File: config.mk
export PLATFORM = sky130hd
export DESIGN_NAME = button_debounce_hold_repeat_top
export DESIGN_NICKNAME = d
export VERILOG_FILES = /design/src/hw/rtl/bdhr_pkg.sv /design/src/hw/rtl/button_debounce_hold_repeat_top.sv /design/src/hw/rtl/bdhr_cfg.sv /design/src/hw/rtl/bdhr_core.sv
export SDC_FILE = /design/constraint.sdc
export NUM_CORES = 1
export LEC_CHECK = 0
export BUFFER_PORTS_ARGS = -buffer_cell sky130_fd_sc_hd__clkbuf_2
export CAP_MARGIN = 20
export CORE_UTILIZATION = 55
export CTS_BUF_LIST = sky130_fd_sc_hd__clkbuf_4
export CTS_CLUSTER_DIAMETER = 120
export CTS_CLUSTER_SIZE = 16
export DETAILED_ROUTE_END_ITERATION = 7
export MAX_ROUTING_LAYER = met4
export PLACE_DENSITY = 0.75
export SLEW_MARGIN = 0
export SYNTH_ARGS = -nofsm -noshare
export SYNTH_HDL_FRONTEND = slang
export SYNTH_SLANG_ARGS = --single-unit
File: constraint.sdc
create_clock -name i_clk -period 7 [get_ports i_clk]
set_clock_uncertainty 0.2 [all_clocks]
set_input_delay 0.7 -clock i_clk [delete_from_list [all_inputs] [get_ports i_clk]]
set_output_delay 0.7 -clock i_clk [all_outputs]
set_load 0.01 [all_outputs]
File: src/hw/rtl/bdhr_pkg.sv
// ----------------------------------------------------------------------------
// bdhr_pkg
// types and constants of the button debouncer with hold and auto-repeat
// ----------------------------------------------------------------------------
package bdhr_pkg;

    localparam int CFG_IDX_W  = 2;
    localparam int CFG_DATA_W = 16;
    localparam int EVENT_W    = 4;

    typedef enum logic [CFG_IDX_W-1:0] {
        CFG_ACTIVE_LEVEL  = 2'd0,
        CFG_FIRST_HOLD_MS = 2'd1,
        CFG_REPEAT_MS     = 2'd2,
        CFG_DEBOUNCE_MS   = 2'd3
    } t_cfg_idx;

    typedef struct packed {
        logic        active_level;
        logic [15:0] first_hold_ms;
        logic [15:0] repeat_ms;
        logic [7:0]  debounce_ms;
    } t_cfg;

    localparam logic        ACTIVE_LEVEL_RST  = 1'b1;
    localparam logic [15:0] FIRST_HOLD_MS_RST = 16'd800;
    localparam logic [15:0] REPEAT_MS_RST     = 16'd200;
    localparam logic [7:0]  DEBOUNCE_MS_RST   = 8'd20;

    typedef enum logic [EVENT_W-1:0] {
        EV_UP               = 4'd0,
        EV_DOWN_SHORT       = 4'd1,
        EV_DOWN_LONG_FIRST  = 4'd2,
        EV_DOWN_LONG_REPEAT = 4'd3,
        EV_PRESS            = 4'd4,
        EV_REL_SHORT        = 4'd5,
        EV_LONG_FIRST       = 4'd6,
        EV_REL_LONG_FIRST   = 4'd7,
        EV_LONG_REPEAT      = 4'd8,
        EV_REL_LONG_REPEAT  = 4'd9
    } t_event;

    typedef enum logic [5:0] {
        M_UP               = 6'b000001,
        M_DOWN_SHORT       = 6'b000010,
        M_DOWN_LONG_FIRST  = 6'b000100,
        M_DOWN_LONG_REPEAT = 6'b001000,
        M_DEB_UP           = 6'b010000,
        M_DEB_DOWN         = 6'b100000
    } t_mode;

    // which interval a new deadline is built from
    typedef enum logic [1:0] {
        DL_DEBOUNCE   = 2'd0,
        DL_FIRST_HOLD = 2'd1,
        DL_REPEAT     = 2'd2
    } t_dl_sel;

endpackage

File: src/hw/rtl/button_debounce_hold_repeat_top.sv
// ----------------------------------------------------------------------------
// button_debounce_hold_repeat_top
// an accepted poll is registered at the input, then its event item in the output register
// throughput: one poll per cycle while the output is not stalled, set by the mode/deadline update
// reset (synchronous, active low): registers to defaults, mode up, deadline 0
// ----------------------------------------------------------------------------
module button_debounce_hold_repeat_top
    import bdhr_pkg::*;
#(
    parameter int TIME_WIDTH = 32
) (
    input  logic                  i_clk,
    input  logic                  i_rst_n,
    input  logic                  i_cfg_we,
    input  logic [CFG_IDX_W-1:0]  i_cfg_index,
    input  logic [CFG_DATA_W-1:0] i_cfg_data,
    input  logic                  i_in_valid,
    output logic                  o_in_stall,
    input  logic                  i_pin_level,
    input  logic [31:0]           i_now_ms,
    output logic                  o_out_valid,
    input  logic                  i_out_stall,
    output logic [EVENT_W-1:0]    o_event_code
);

    t_cfg                  w_cfg;
    logic [TIME_WIDTH-1:0] w_now_fit;
    logic                  r_in_valid;
    logic                  r_pin;
    logic [TIME_WIDTH-1:0] r_now;
    logic                  r_out_valid;
    logic [EVENT_W-1:0]    r_out_code;
    logic                  w_out_free;
    logic                  w_step;
    t_event                w_event;

    // time stamp brought to TIME_WIDTH bits
    generate
        if (TIME_WIDTH > 32) begin : g_wide
            assign w_now_fit = {{(TIME_WIDTH-32){1'b0}}, i_now_ms};
        end else if (TIME_WIDTH == 32) begin : g_same
            assign w_now_fit = i_now_ms;
        end else begin : g_narrow
            assign w_now_fit = i_now_ms[TIME_WIDTH-1:0];
        end
    endgenerate

    assign w_out_free = !r_out_valid || !i_out_stall;
    assign w_step     = r_in_valid && w_out_free;
    assign o_in_stall = r_in_valid && !w_out_free;

    always_ff @(posedge i_clk) begin
        if (!i_rst_n) begin
            r_in_valid <= 1'b0;
        end else if (!o_in_stall) begin
            r_in_valid <= i_in_valid;
        end
    end

    always_ff @(posedge i_clk) begin
        if (i_in_valid && !o_in_stall) begin
            r_pin <= i_pin_level;
            r_now <= w_now_fit;
        end
    end

    bdhr_cfg u_cfg (
        .i_clk       (i_clk),
        .i_rst_n     (i_rst_n),
        .i_cfg_we    (i_cfg_we),
        .i_cfg_index (i_cfg_index),
        .i_cfg_data  (i_cfg_data),
        .o_cfg       (w_cfg)
    );

    bdhr_core #(
        .TIME_WIDTH (TIME_WIDTH)
    ) u_core (
        .i_clk       (i_clk),
        .i_rst_n     (i_rst_n),
        .i_step      (w_step),
        .i_pin_level (r_pin),
        .i_now       (r_now),
        .i_cfg       (w_cfg),
        .o_event     (w_event)
    );

    always_ff @(posedge i_clk) begin
        if (!i_rst_n) begin
            r_out_valid <= 1'b0;
        end else if (w_out_free) begin
            r_out_valid <= r_in_valid;
        end
    end

    always_ff @(posedge i_clk) begin
        if (w_step) begin
            r_out_code <= w_event;
        end
    end

    assign o_out_valid  = r_out_valid;
    assign o_event_code = r_out_code;

endmodule

File: src/hw/rtl/bdhr_cfg.sv
// ----------------------------------------------------------------------------
// bdhr_cfg
// configuration register file, written through a plain write port
// ----------------------------------------------------------------------------
module bdhr_cfg
    import bdhr_pkg::*;
(
    input  logic                  i_clk,
    input  logic                  i_rst_n,
    input  logic                  i_cfg_we,
    input  logic [CFG_IDX_W-1:0]  i_cfg_index,
    input  logic [CFG_DATA_W-1:0] i_cfg_data,
    output t_cfg                  o_cfg
);

    t_cfg r_cfg;

    always_ff @(posedge i_clk) begin
        if (!i_rst_n) begin
            r_cfg.active_level  <= ACTIVE_LEVEL_RST;
            r_cfg.first_hold_ms <= FIRST_HOLD_MS_RST;
            r_cfg.repeat_ms     <= REPEAT_MS_RST;
            r_cfg.debounce_ms   <= DEBOUNCE_MS_RST;
        end else if (i_cfg_we) begin
            unique case (t_cfg_idx'(i_cfg_index))
                CFG_ACTIVE_LEVEL:  r_cfg.active_level  <= i_cfg_data[0];
                CFG_FIRST_HOLD_MS: r_cfg.first_hold_ms <= i_cfg_data[15:0];
                CFG_REPEAT_MS:     r_cfg.repeat_ms     <= i_cfg_data[15:0];
                CFG_DEBOUNCE_MS:   r_cfg.debounce_ms   <= i_cfg_data[7:0];
                default: ;
            endcase
        end
    end

    assign o_cfg = r_cfg;

endmodule

File: src/hw/rtl/bdhr_core.sv
// ----------------------------------------------------------------------------
// bdhr_core
// mode and deadline state with the per-poll event decision
// ----------------------------------------------------------------------------
module bdhr_core
    import bdhr_pkg::*;
#(
    parameter int TIME_WIDTH = 32
) (
    input  logic                  i_clk,
    input  logic                  i_rst_n,
    input  logic                  i_step,
    input  logic                  i_pin_level,
    input  logic [TIME_WIDTH-1:0] i_now,
    input  t_cfg                  i_cfg,
    output t_event                o_event
);

    t_mode                 r_mode;
    t_mode                 n_mode;
    logic [TIME_WIDTH-1:0] r_deadline;
    logic [TIME_WIDTH-1:0] n_deadline;

    logic                  w_pressed;
    logic                  w_due;
    logic                  w_load;
    t_dl_sel               w_sel;
    logic [TIME_WIDTH-1:0] w_delta;
    t_event                w_event;

    assign w_pressed = (i_pin_level == i_cfg.active_level);
    assign w_due     = (i_now >= r_deadline);

    always_comb begin
        n_mode  = r_mode;
        w_load  = 1'b0;
        w_sel   = DL_DEBOUNCE;
        w_event = EV_UP;
        unique case (r_mode)
            M_DOWN_SHORT: begin
                if (!w_pressed) begin
                    w_load = 1'b1; n_mode = M_DEB_UP; w_event = EV_REL_SHORT;
                end else if (w_due) begin
                    w_load = 1'b1; w_sel = DL_REPEAT;
                    n_mode = M_DOWN_LONG_FIRST; w_event = EV_LONG_FIRST;
                end else begin
                    w_event = EV_DOWN_SHORT;
                end
            end
            M_DOWN_LONG_FIRST: begin
                if (!w_pressed) begin
                    w_load = 1'b1; n_mode = M_DEB_UP; w_event = EV_REL_LONG_FIRST;
                end else if (w_due) begin
                    w_load = 1'b1; w_sel = DL_REPEAT;
                    n_mode = M_DOWN_LONG_REPEAT; w_event = EV_LONG_REPEAT;
                end else begin
                    w_event = EV_DOWN_LONG_FIRST;
                end
            end
            M_DOWN_LONG_REPEAT: begin
                if (!w_pressed) begin
                    w_load = 1'b1; n_mode = M_DEB_UP; w_event = EV_REL_LONG_REPEAT;
                end else if (w_due) begin
                    w_load = 1'b1; w_sel = DL_REPEAT; w_event = EV_LONG_REPEAT;
                end else begin
                    w_event = EV_DOWN_LONG_REPEAT;
                end
            end
            M_DEB_UP: begin
                if (w_due) n_mode = M_UP;
                w_event = EV_UP;
            end
            M_DEB_DOWN: begin
                if (w_due) begin
                    w_load = 1'b1; w_sel = DL_FIRST_HOLD; n_mode = M_DOWN_SHORT;
                end
                w_event = EV_DOWN_SHORT;
            end
            default: begin
                // idle, also catches any stray code
                if (w_pressed) begin
                    w_load = 1'b1; n_mode = M_DEB_DOWN; w_event = EV_PRESS;
                end else begin
                    n_mode = M_UP; w_event = EV_UP;
                end
            end
        endcase
    end

    always_comb begin
        case (w_sel)
            DL_FIRST_HOLD: w_delta = TIME_WIDTH'(i_cfg.first_hold_ms);
            DL_REPEAT:     w_delta = TIME_WIDTH'(i_cfg.repeat_ms);
            default:       w_delta = TIME_WIDTH'(i_cfg.debounce_ms);
        endcase
    end

    // wraps modulo 2^TIME_WIDTH
    assign n_deadline = w_load ? (i_now + w_delta) : r_deadline;

    always_ff @(posedge i_clk) begin
        if (!i_rst_n) begin
            r_mode     <= M_UP;
            r_deadline <= '0;
        end else if (i_step) begin
            r_mode     <= n_mode;
            r_deadline <= n_deadline;
        end
    end

    assign o_event = w_event;

endmodule

==> metrics, run 1 <==
status=finished clean; Worst R2R Path Depth=22; Post-synth EDFFs=37; post-route insts no fill=928; Vias=5298; WP data required=7210 ps; post-synthesis sequential area ratio=between 40% and 50%; Die Ht=110.4 um; Max Cap Violations=0; most frequent cell after synthesis=nand2_1; HPWL after DPL=10350 um; TritonRoute pass-1 iters=5; core area=11420 um^2; synthesized area=6465 um^2; initial antenna violation count=0; Starting Density=56.62%; drc violations=0; post-synthesis register bit count=118; fin util=62.55%; worst min path class=in2reg; layout cells sized above 1=between 10% and 20%; Tmin final=6163 ps; crit path capture type=register; Critical path buffers and inverters=2; drt initial violations=252; Syn Area/Cell=9.004 um^2; Synthesis Warnings=0; ANT nets after route=0; max-slew violations=0; Final period util=88.05%; Root Driver=clkbuf_4; synth-to-layout area growth=10.47%; hold_buf cts=0; Final Hold Violating Endpoints=0; ant diodes=0; largest stage delay on the critical path=730 ps; row cnt=39; Die Area=~12000 um^2; slowest stage cell, crit path=ha_1; nets=approximately 880; worst vdd ir=~140 uV; DR WL/cell=around 16 um; FF/Latch Area=2733 um^2; FILL cells=997; CP Depth=22; CP max FO=24; GP Congestion=approximately 0.90; Multi-input gate area=approximately 3400 um^2; placed cells=around 900; Synth area leader=dfxtp_1; pre-CTS WS=slightly below 1000 ps; Fmax=approximately 0.16 GHz; CTS resizes=0; Mapped Nets=825; # H-tree levels=4; critical path data arrival time=~6400 ps; power per cell area=205.6 nW/um^2; via/cell ratio=between 5 and 6; top_reg_cell synth=dfxtp_1; post-synth cell types=64; Port-buffer cells=61; relative slew slack=32.05%; clk sinks=118; pin count of the biggest net entering global routing=83; Crit path top cell by count=ha_1; post-synthesis async set-or-reset flop share=0%; delay-heaviest family, CP=compound AO/OA/AOI/OAI gates; WHS Path Cells=1; Crit Path Class=reg2reg; Post-CTS Setup Inserts=0; Final Worst Setup Slack=~840 ps; Clk Latency, worst-skew pair=approximately 550 ps; CTS buffer count=17; CP cell instances=ha_1, o21ai_0, a21oi_1, o211ai_1, nor4_1, o21bai_1, and2_1, nor3_1, inv_1, ha_1, o21ai_0, ha_1, inv_1, fa_1, nor2b_1, o31a_1, o31ai_1, nand2_1, a31oi_1, nor2_1, xnor2_1, a21oi_1; RSZ-0062 raised after global routing=false; Slew @ Worst Pin=between 1000 and 1500 ps; top cells by count, synth=nand2_1, dfxtp_1, ha_1; post-synth top area share=between 20% and 30%; number of global-route vias before repair=5209; leak pwr=2.859 nW; CTS tree=yes; crit start category=register; num ports=62; Clock Tree Buf Depth=2; Final TNS setup=0 ps; Reg clk slew, reported paths=between 100 and 150 ps; synth top area cells=dfxtp_1, edfxtp_1, ha_1, nand2_1, a21boi_0; first-pass GRT wire length=23690 um; total gr overflow=0; Tot GR Track Use=24.91%; Die Wd=110.4 um; Final Setup Violations=0; cell count after synthesis=718; drt total wl=around 14000 um
[final timing paths]
check / from / to / slack, ps
max: r_now[15] / u_core.r_deadline[24] / 840
min reg2reg: u_core.r_deadline[9] / u_core.r_deadline[9] / 270
max reg2reg: r_now[15] / u_core.r_deadline[24] / 840
min: i_now_ms[3] / r_now[3] / 130
[per-stage QoR]
| step | hold slack [ps] | total power, mW | instance area [um^2] |
|---|---|---|---|
| 3_5_place_dp | 252.8 | 0.9583 | 6843 |
| 4_1_cts | 89.67 | 1.481 | 7142 |
| 6_report | 126.4 | 1.469 | 7142 |
| 2_1_floorplan | 236.0 | 0.8993 | 6465 |
| 5_1_grt | 86.55 | 1.533 | 7142 |
| 3_3_place_gp | 248.9 | 0.9493 | 6832 |
[kinds of logic after synthesis]
| logic type | count (synthesis) | share of synthesized area [%] |
|---|---|---|
| multiplexers | 13 | 2.013 |
| XOR/XNOR | 26 | 3.522 |
| adder cells (fa/ha/maj) | 51 | 9.986 |
| buffers and inverters | 71 | 4.548 |
| AND/OR/NAND/NOR | 254 | 18.33 |
| AO/OA/AOI/OAI | 185 | 19.33 |
| flip-flops | 118 | 42.27 |
[placed cells by master (no fill, tap or decap), types with 4 or more instances in the layout]
master      n
a21boi_0   34
a21o_1     11
a21oi_1    37
a22oi_1    18
a31oi_1     8
and2_1     10
and3_1      6
clkbuf_2   61
clkbuf_4   20
dfxtp_1    81
edfxtp_1   37
ha_1       50
inv_1      43
inv_4       5
mux2i_1    13
nand2_1   133
nand2b_1    4
nand3_1    23
nand4_1     7
nor2_1     32
nor2b_1    13
nor3_1      5
nor4_1      4
o211a_1     4
o21a_1      4
o21ai_0    42
or3_1       4
xnor2_1    13
xor2_1     13
[worst reg2reg max path, cell delays in order (launching register included)]
cell      delay [ps]
edfxtp_1         450
ha_1             340
o21ai_0          120
a21oi_1          230
o211ai_1         140
nor4_1           520
o21bai_1         190
and2_1           240
nor3_1           280
inv_1             80
ha_1             730
o21ai_0          250
ha_1             240
inv_1             60
fa_1             190
nor2b_1           70
o31a_1           290
o31ai_1          350
nand2_1          180
a31oi_1          480
nor2_1           150
xnor2_1          170
a21oi_1           80
[flip-flops by register name, summed over array words and instances, names as in the netlist]
name	flops
u_core.r_deadline	32
r_now	32
o_out_valid	1
r_pin	1
u_cfg.o_cfg	41
u_core.r_mode	6
r_in_valid	1
o_event_code	4
[per-layer routing]
metal  vias up  part of all wire (%)  global-route usage, %
met5         -                     0                      -
met4         0                   3.3                  10.93
met3        44                   4.2                  6.202
met2       131                    50                  42.28
met1      2479                    43                  27.69
li1       2644                     -                      -
[layout make-up]
type                       instances  share of cell area (%)
multi-input combinational        529                   48.25
sequential                       118                   38.26
timing repair buffer              63                   4.537
tap                              143                   2.505
inverter                          43                   2.260
clock buffer                      20                   2.102
clock inverter                    12                   2.085
[report_power, final]
group / internal (mW) / switching, mW
Sequential: 0.740 / 0.0239
Clock: 0.260 / 0.263
Combinational: 0.0767 / 0.105
Total: 1.08 / 0.392
Note: power is estimated with default switching activity, not from simulation.
==> run 2: changes to the inputs <==
Settings changed: CELL_PAD_IN_SITES_DETAIL_PLACEMENT from default to 1, CELL_PAD_IN_SITES_GLOBAL_PLACEMENT from default to 1, CORE_UTILIZATION 55 to 43, PLACE_DENSITY 0.75 to default, PLACE_DENSITY_LB_ADDON from default to 0.1, SLEW_MARGIN 0 to default.
Clock period 7 ns to 5.05 ns, I/O delays scaled along.
==> run 2 against run 1 <==
Effect of this change:
- the flow now finishes with violations (setup timing)
- routed wire length rose by 48%
- first-iteration DRC count rose by 17%
- setup slack got worse by 860 ps
- total power rose by 56%
- global-route usage rose by 2.5 points
- utilization rose by 0.13 points
- cell count rose by 22%
- critical path depth rose by 1
- cell area rose by 28%
- worst hold slack got worse by 110 ps
==> metrics, run 2 (synthesized netlist as in run 1, its figures left out) <==
GP Congestion=between 0.8 and 0.9; Reg clk slew, reported paths=110 ps; crit start category=register; worst vdd ir=~200 uV; relative slew slack=26.06%; drt total wl=21420 um; Fmax=0.1972 GHz; Max Cap Violations=0; Final Setup Violations=2; TritonRoute pass-1 iters=5; Routed met2 length=11660 um; Die Area=15530 um^2; Crit Path Class=reg2reg; leak pwr=3.747 nW; layout cells sized above 1=between 30% and 40%; first-pass GRT wire length=roughly 32000 um; max-slew violations=0; drc violations=0; via/cell ratio=roughly 5.4; synth-to-layout area growth=41.44%; drt initial violations=295; Root Driver=clkbuf_4; Die Wd=~120 um; post-route insts no fill=1135; post-route cell area=between 9000 and 10000 um^2; pin count of the biggest net entering global routing=52; Tot GR Track Use=~27%; most frequent cells in the layout=nand2_1, buf_4, dfxtp_1; metal3 WL=713 um; Vias=between 6000 and 7000; Clk Latency, worst-skew pair=560 ps; CTS buffer count=17; # H-tree levels=4; Tmin final=5071 ps; nets=1044; Slew @ Worst Pin=1107 ps; highest metal used=met4; CTS tree=yes; DR WL/cell=18.87 um; initial antenna violation count=1; commonest non-fill, non-tap cell in the layout=nand2_1; Port-buffer cells=61; placed cells=1032; crit path capture type=register; Starting Density=44.31%; Final Hold Violating Endpoints=0; Final period util=100.4%; Die Ht=around 120 um; failing checks=setup timing; number of global-route vias before repair=6532; row cnt=44; worst min path class=in2reg; RSZ-0062 raised after global routing=true; num ports=62; core area=between 10000 and 15000 um^2; total gr overflow=0; CP max FO=7; Final Worst Setup Slack=-21.39 ps; placed cell area=7614 um^2; M1 WL=8750 um; hold_ws=15.56 ps; HPWL after DPL=14120 um; status=complete, but fails checks; clk sinks=118; ANT nets after route=0; critical path data arrival time=5350 ps; Clock Tree Buf Depth=2; max FFs per register=41; WP data required=5330 ps; power per cell area=250.8 nW/um^2
run 2: routing by layer:
metal | vias to the layer above | global-route usage (%)
met5 | - | -
met4 | 0 | 6.733
met3 | 28 | 4.811
met2 | 114 | 49.82
met1 | 3056 | 30.95
li1 | 2971 | -
run 2: worst max-delay path, stage by stage (launching register included):
cell      delay [ps]
edfxtp_1         460
ha_4             310
nand2_4           60
nor4_4           330
a21oi_4          110
nor4_4           370
o21bai_4          80
and2_4           180
buf_6            120
nor2_4           120
inv_2             70
ha_4             200
buf_4            140
a22oi_2          240
o21ai_4           70
ha_1             290
a21o_1           150
nand4_1          160
a21oi_2          260
o41ai_4          120
o21ai_4          240
nand2_2          130
or3_1            400
a31oi_1          170
run 2: report_power, final:
part,total [mW],leakage (nW),internal [mW],switching (mW)
Sequential,1.06,1.02,1.03,0.0312
Clock,0.830,0.187,0.459,0.370
Combinational,0.406,2.54,0.196,0.210
Total,2.29,3.75,1.68,0.612
run 2: final cells by class:
cell class                      instances  area, um^2
Clock inverter                         11       178.9
Clock buffer                           21       157.7
Timing Repair Buffer                  228        1724
Multi-Input combinational cell        529        3954
Inverter                               43       161.4
Tap cell                              184       230.2
Antenna cell                            1       2.502
Fill cell                            1628        5445
Sequential cell                       118        2735
run 2: path summary, 6_finish.rpt:
kind | cells after the start | endpoint | from | slack [ps]
worst max-delay path | 23 | u_core.r_deadline[25] | r_now[6] | -20
worst min-delay path | 3 | u_cfg.o_cfg[36] | i_cfg_data[12] | 20
worst max register to register | 23 | u_core.r_deadline[25] | r_now[6] | -20
worst min register to register | 2 | u_core.r_deadline[15] | u_core.r_deadline[15] | 270
run 2: timing repair:
action,in CTS,in global routing
pin swaps,17,74
setup endpoints to repair,24,25
setup buffers,3,23
hold buffers,48,0
endpoints found under the hold margin,58,0
resized for setup,40,83
run 2: metrics by stage:
step                worst slack, ps  util, %  TNS, ps  power (mW)
detailed placement           -515.6    52.19    -7615       1.399
finish                       -21.39    62.68   -39.74       2.293
CTS                           1.519    58.95        0       2.263
global placement             -293.3    52.11    -3317       1.380
global route                 -268.5    62.68    -3472       2.391
floorplan                     3.489        -        0       1.247
==> run 3: changes to the inputs <==
Settings changed: BUFFER_PORTS_ARGS -buffer_cell sky130_fd_sc_hd__clkbuf_2 to default, CORE_ASPECT_RATIO from default to 1.25, CORE_UTILIZATION 43 to 46, CTS_CLUSTER_SIZE 16 to default, DONT_BUFFER_PORTS from default to 1.
==> run 3 against run 2 <==
Effect of this change:
- the run still ends with setup timing left
- setup slack worse by 17 ps
- routed wire length is 6.2% lower
- first-iteration DRC count is 17% lower
- die area decreased by 6.4%
==> metrics, run 3 (synthesized netlist as in run 1, its figures left out) <==
first-pass GRT wire length=31060 um; Fmax=0.1965 GHz; Final Hold Violating Endpoints=0; worst vdd ir=185.4 uV; layout cells sized above 1=22.79%; Tmin final=slightly above 5000 ps; GP Congestion=roughly 0.86; CTS tree=yes; Reg-to-Reg End=u_core.r_deadline[20]; synth-to-layout area growth=33.02%; # H-tree levels=4; Root Driver=clkbuf_4; nets=967; num ports=between 60 and 70; power per cell area=266.0 nW/um^2; pin count of the biggest net entering global routing=83; Crit Path Class=reg2reg; WHS Path Cells=3; Multi-input gate area=3797 um^2; Die Ht=134.5 um; drc violations=0; fin util=62.53%; total gr overflow=0; Clock Tree Buf Depth=2; Worst R2R Path Depth=25; Die Area=14540 um^2; Slew @ Worst Pin=roughly 1100 ps; row cnt=48; leak pwr=3.387 nW; clk sinks=118; max-slew violations=0; hold endpoint=u_cfg.o_cfg[12]; CP max FO=9; RSZ-0062 raised after global routing=true; crit path capture type=register; status=complete, but fails checks; CTS buffer count=17; TritonRoute pass-1 iters=6; Port-buffer cells=0; worst min path class=in2reg; ANT nets after route=0; Pwr Total=2.287 mW; crit start category=register; core area=13750 um^2; Clk Latency, worst-skew pair=560 ps; HPWL after DPL=13800 um; Final period util=100.8%; FILL cells=1573; reg-to-reg slack, setup=-40 ps; relative slew slack=roughly 29%; Reg clk slew, reported paths=120 ps; initial antenna violation count=1; drt total wl=between 20000 and 25000 um; drt initial violations=between 200 and 250; failing checks=setup timing; most frequent cells in the layout=nand2_1, buf_4, dfxtp_1; number of global-route vias before repair=6372; DR WL/cell=~19 um; Final Setup Violations=4; critical path data arrival time=5310 ps; commonest non-fill, non-tap cell in the layout=nand2_1; Vias=5843; Final Worst Setup Slack=-38.76 ps; Starting Density=roughly 47%; max FFs per register=around 40; Max Cap Violations=0; FF/Latch Area=2733 um^2; Worst Hold Launch=i_cfg_index[0]; Die Wd=roughly 110 um; Tot GR Track Use=29.11%; RR Startpoint=r_now[0]; WP data required=5270 ps; via/cell ratio=between 5 and 6
[run 3: cell count changes in the layout (fill, tap and decap cells not counted), sizes merged]
cell | previous run | this run
dlygate4sd3 | 48 | 52
clkinv | 5 | 4
buf | 119 | 99
bufinv | 5 | 6
clkbuf | 82 | 18
clkinvlp | 0 | 1
inv | 44 | 46
[run 3: worst max-delay path: stages (launching register included)]
cell and delay, ps:
edfxtp_1 430, inv_1 90, ha_1 220, nand2b_4 150, a2111o_1 450, a21oi_2 200, nor4_2 60, o21bai_1 230
and2_4 220, nor3_4 50, buf_6 130, ha_4 160, buf_4 180, a22oi_2 270, nor2_1 110, ha_1 330
buf_4 150, a21oi_1 140, o21ai_1 120, a31oi_1 260, nor2_1 110, a31oi_4 250, buf_6 150, nor2_2 30
xnor2_1 160, a21oi_1 90
[run 3: worst max path at each step]
stage                                  endpoint  startpoint  slack (ps)
after floorplan           u_core.r_deadline[30]   r_now[23]           3
after global placement    u_core.r_deadline[26]   r_now[13]        -430
after detailed placement  u_core.r_deadline[26]   r_now[15]        -700
after CTS                 u_core.r_deadline[26]   r_now[13]          -8
after global routing      u_core.r_deadline[20]    r_now[0]        -290
final                     u_core.r_deadline[20]    r_now[0]         -40
[run 3: stage by stage]
step | cell area [um^2] | TNS, ps | std cells | hold WS, ps | setup WS, ps
2_1_floorplan | 6474 | 0 | 718 | 236.0 | 3.489
3_3_place_gp | 7201 | -4977 | 948 | 250.5 | -432.6
3_5_place_dp | 7212 | -10670 | 949 | 260.5 | -699.1
4_1_cts | 8319 | -8.403 | 1037 | 14.65 | -8.403
5_1_grt | 8600 | -3542 | 1049 | 41.40 | -287.7
6_report | 8600 | -84.17 | 1049 | 52.74 | -38.76
[run 3: layout make-up]
type / count / area share [%]
multi-input combinational: 529 / 44.16
inverter: 43 / 1.877
antenna: 1 / 0.02910
clock buffer: 18 / 1.571
tap: 175 / 2.546
clock inverter: 14 / 2.663
sequential: 118 / 31.78
timing repair buffer: 151 / 15.38
[run 3: what timing repair did]
action                                  4_1_cts  5_1_grt
gates resized for setup                      41       42
hold endpoints to repair                    114        0
hold buffers                                 53        0
endpoints found under the setup margin       26       24
setup buffers                                 3       12
pin swaps                                    21       51
[run 3: layer usage]
layer / track usage [%] / up-vias / part of all wire (%)
met5: - / - / 0
met4: 12.79 / 0 / 3.1
met3: 5.695 / 48 / 2.9
met2: 54.21 / 95 / 56
met1: 28.81 / 2884 / 38
li1: - / 2816 / -
[run 3: power breakdown]
part	total, mW	internal [mW]	switching (mW)
sequential	1.06	1.03	0.0329
clock	0.875	0.495	0.380
combinational	0.354	0.170	0.184
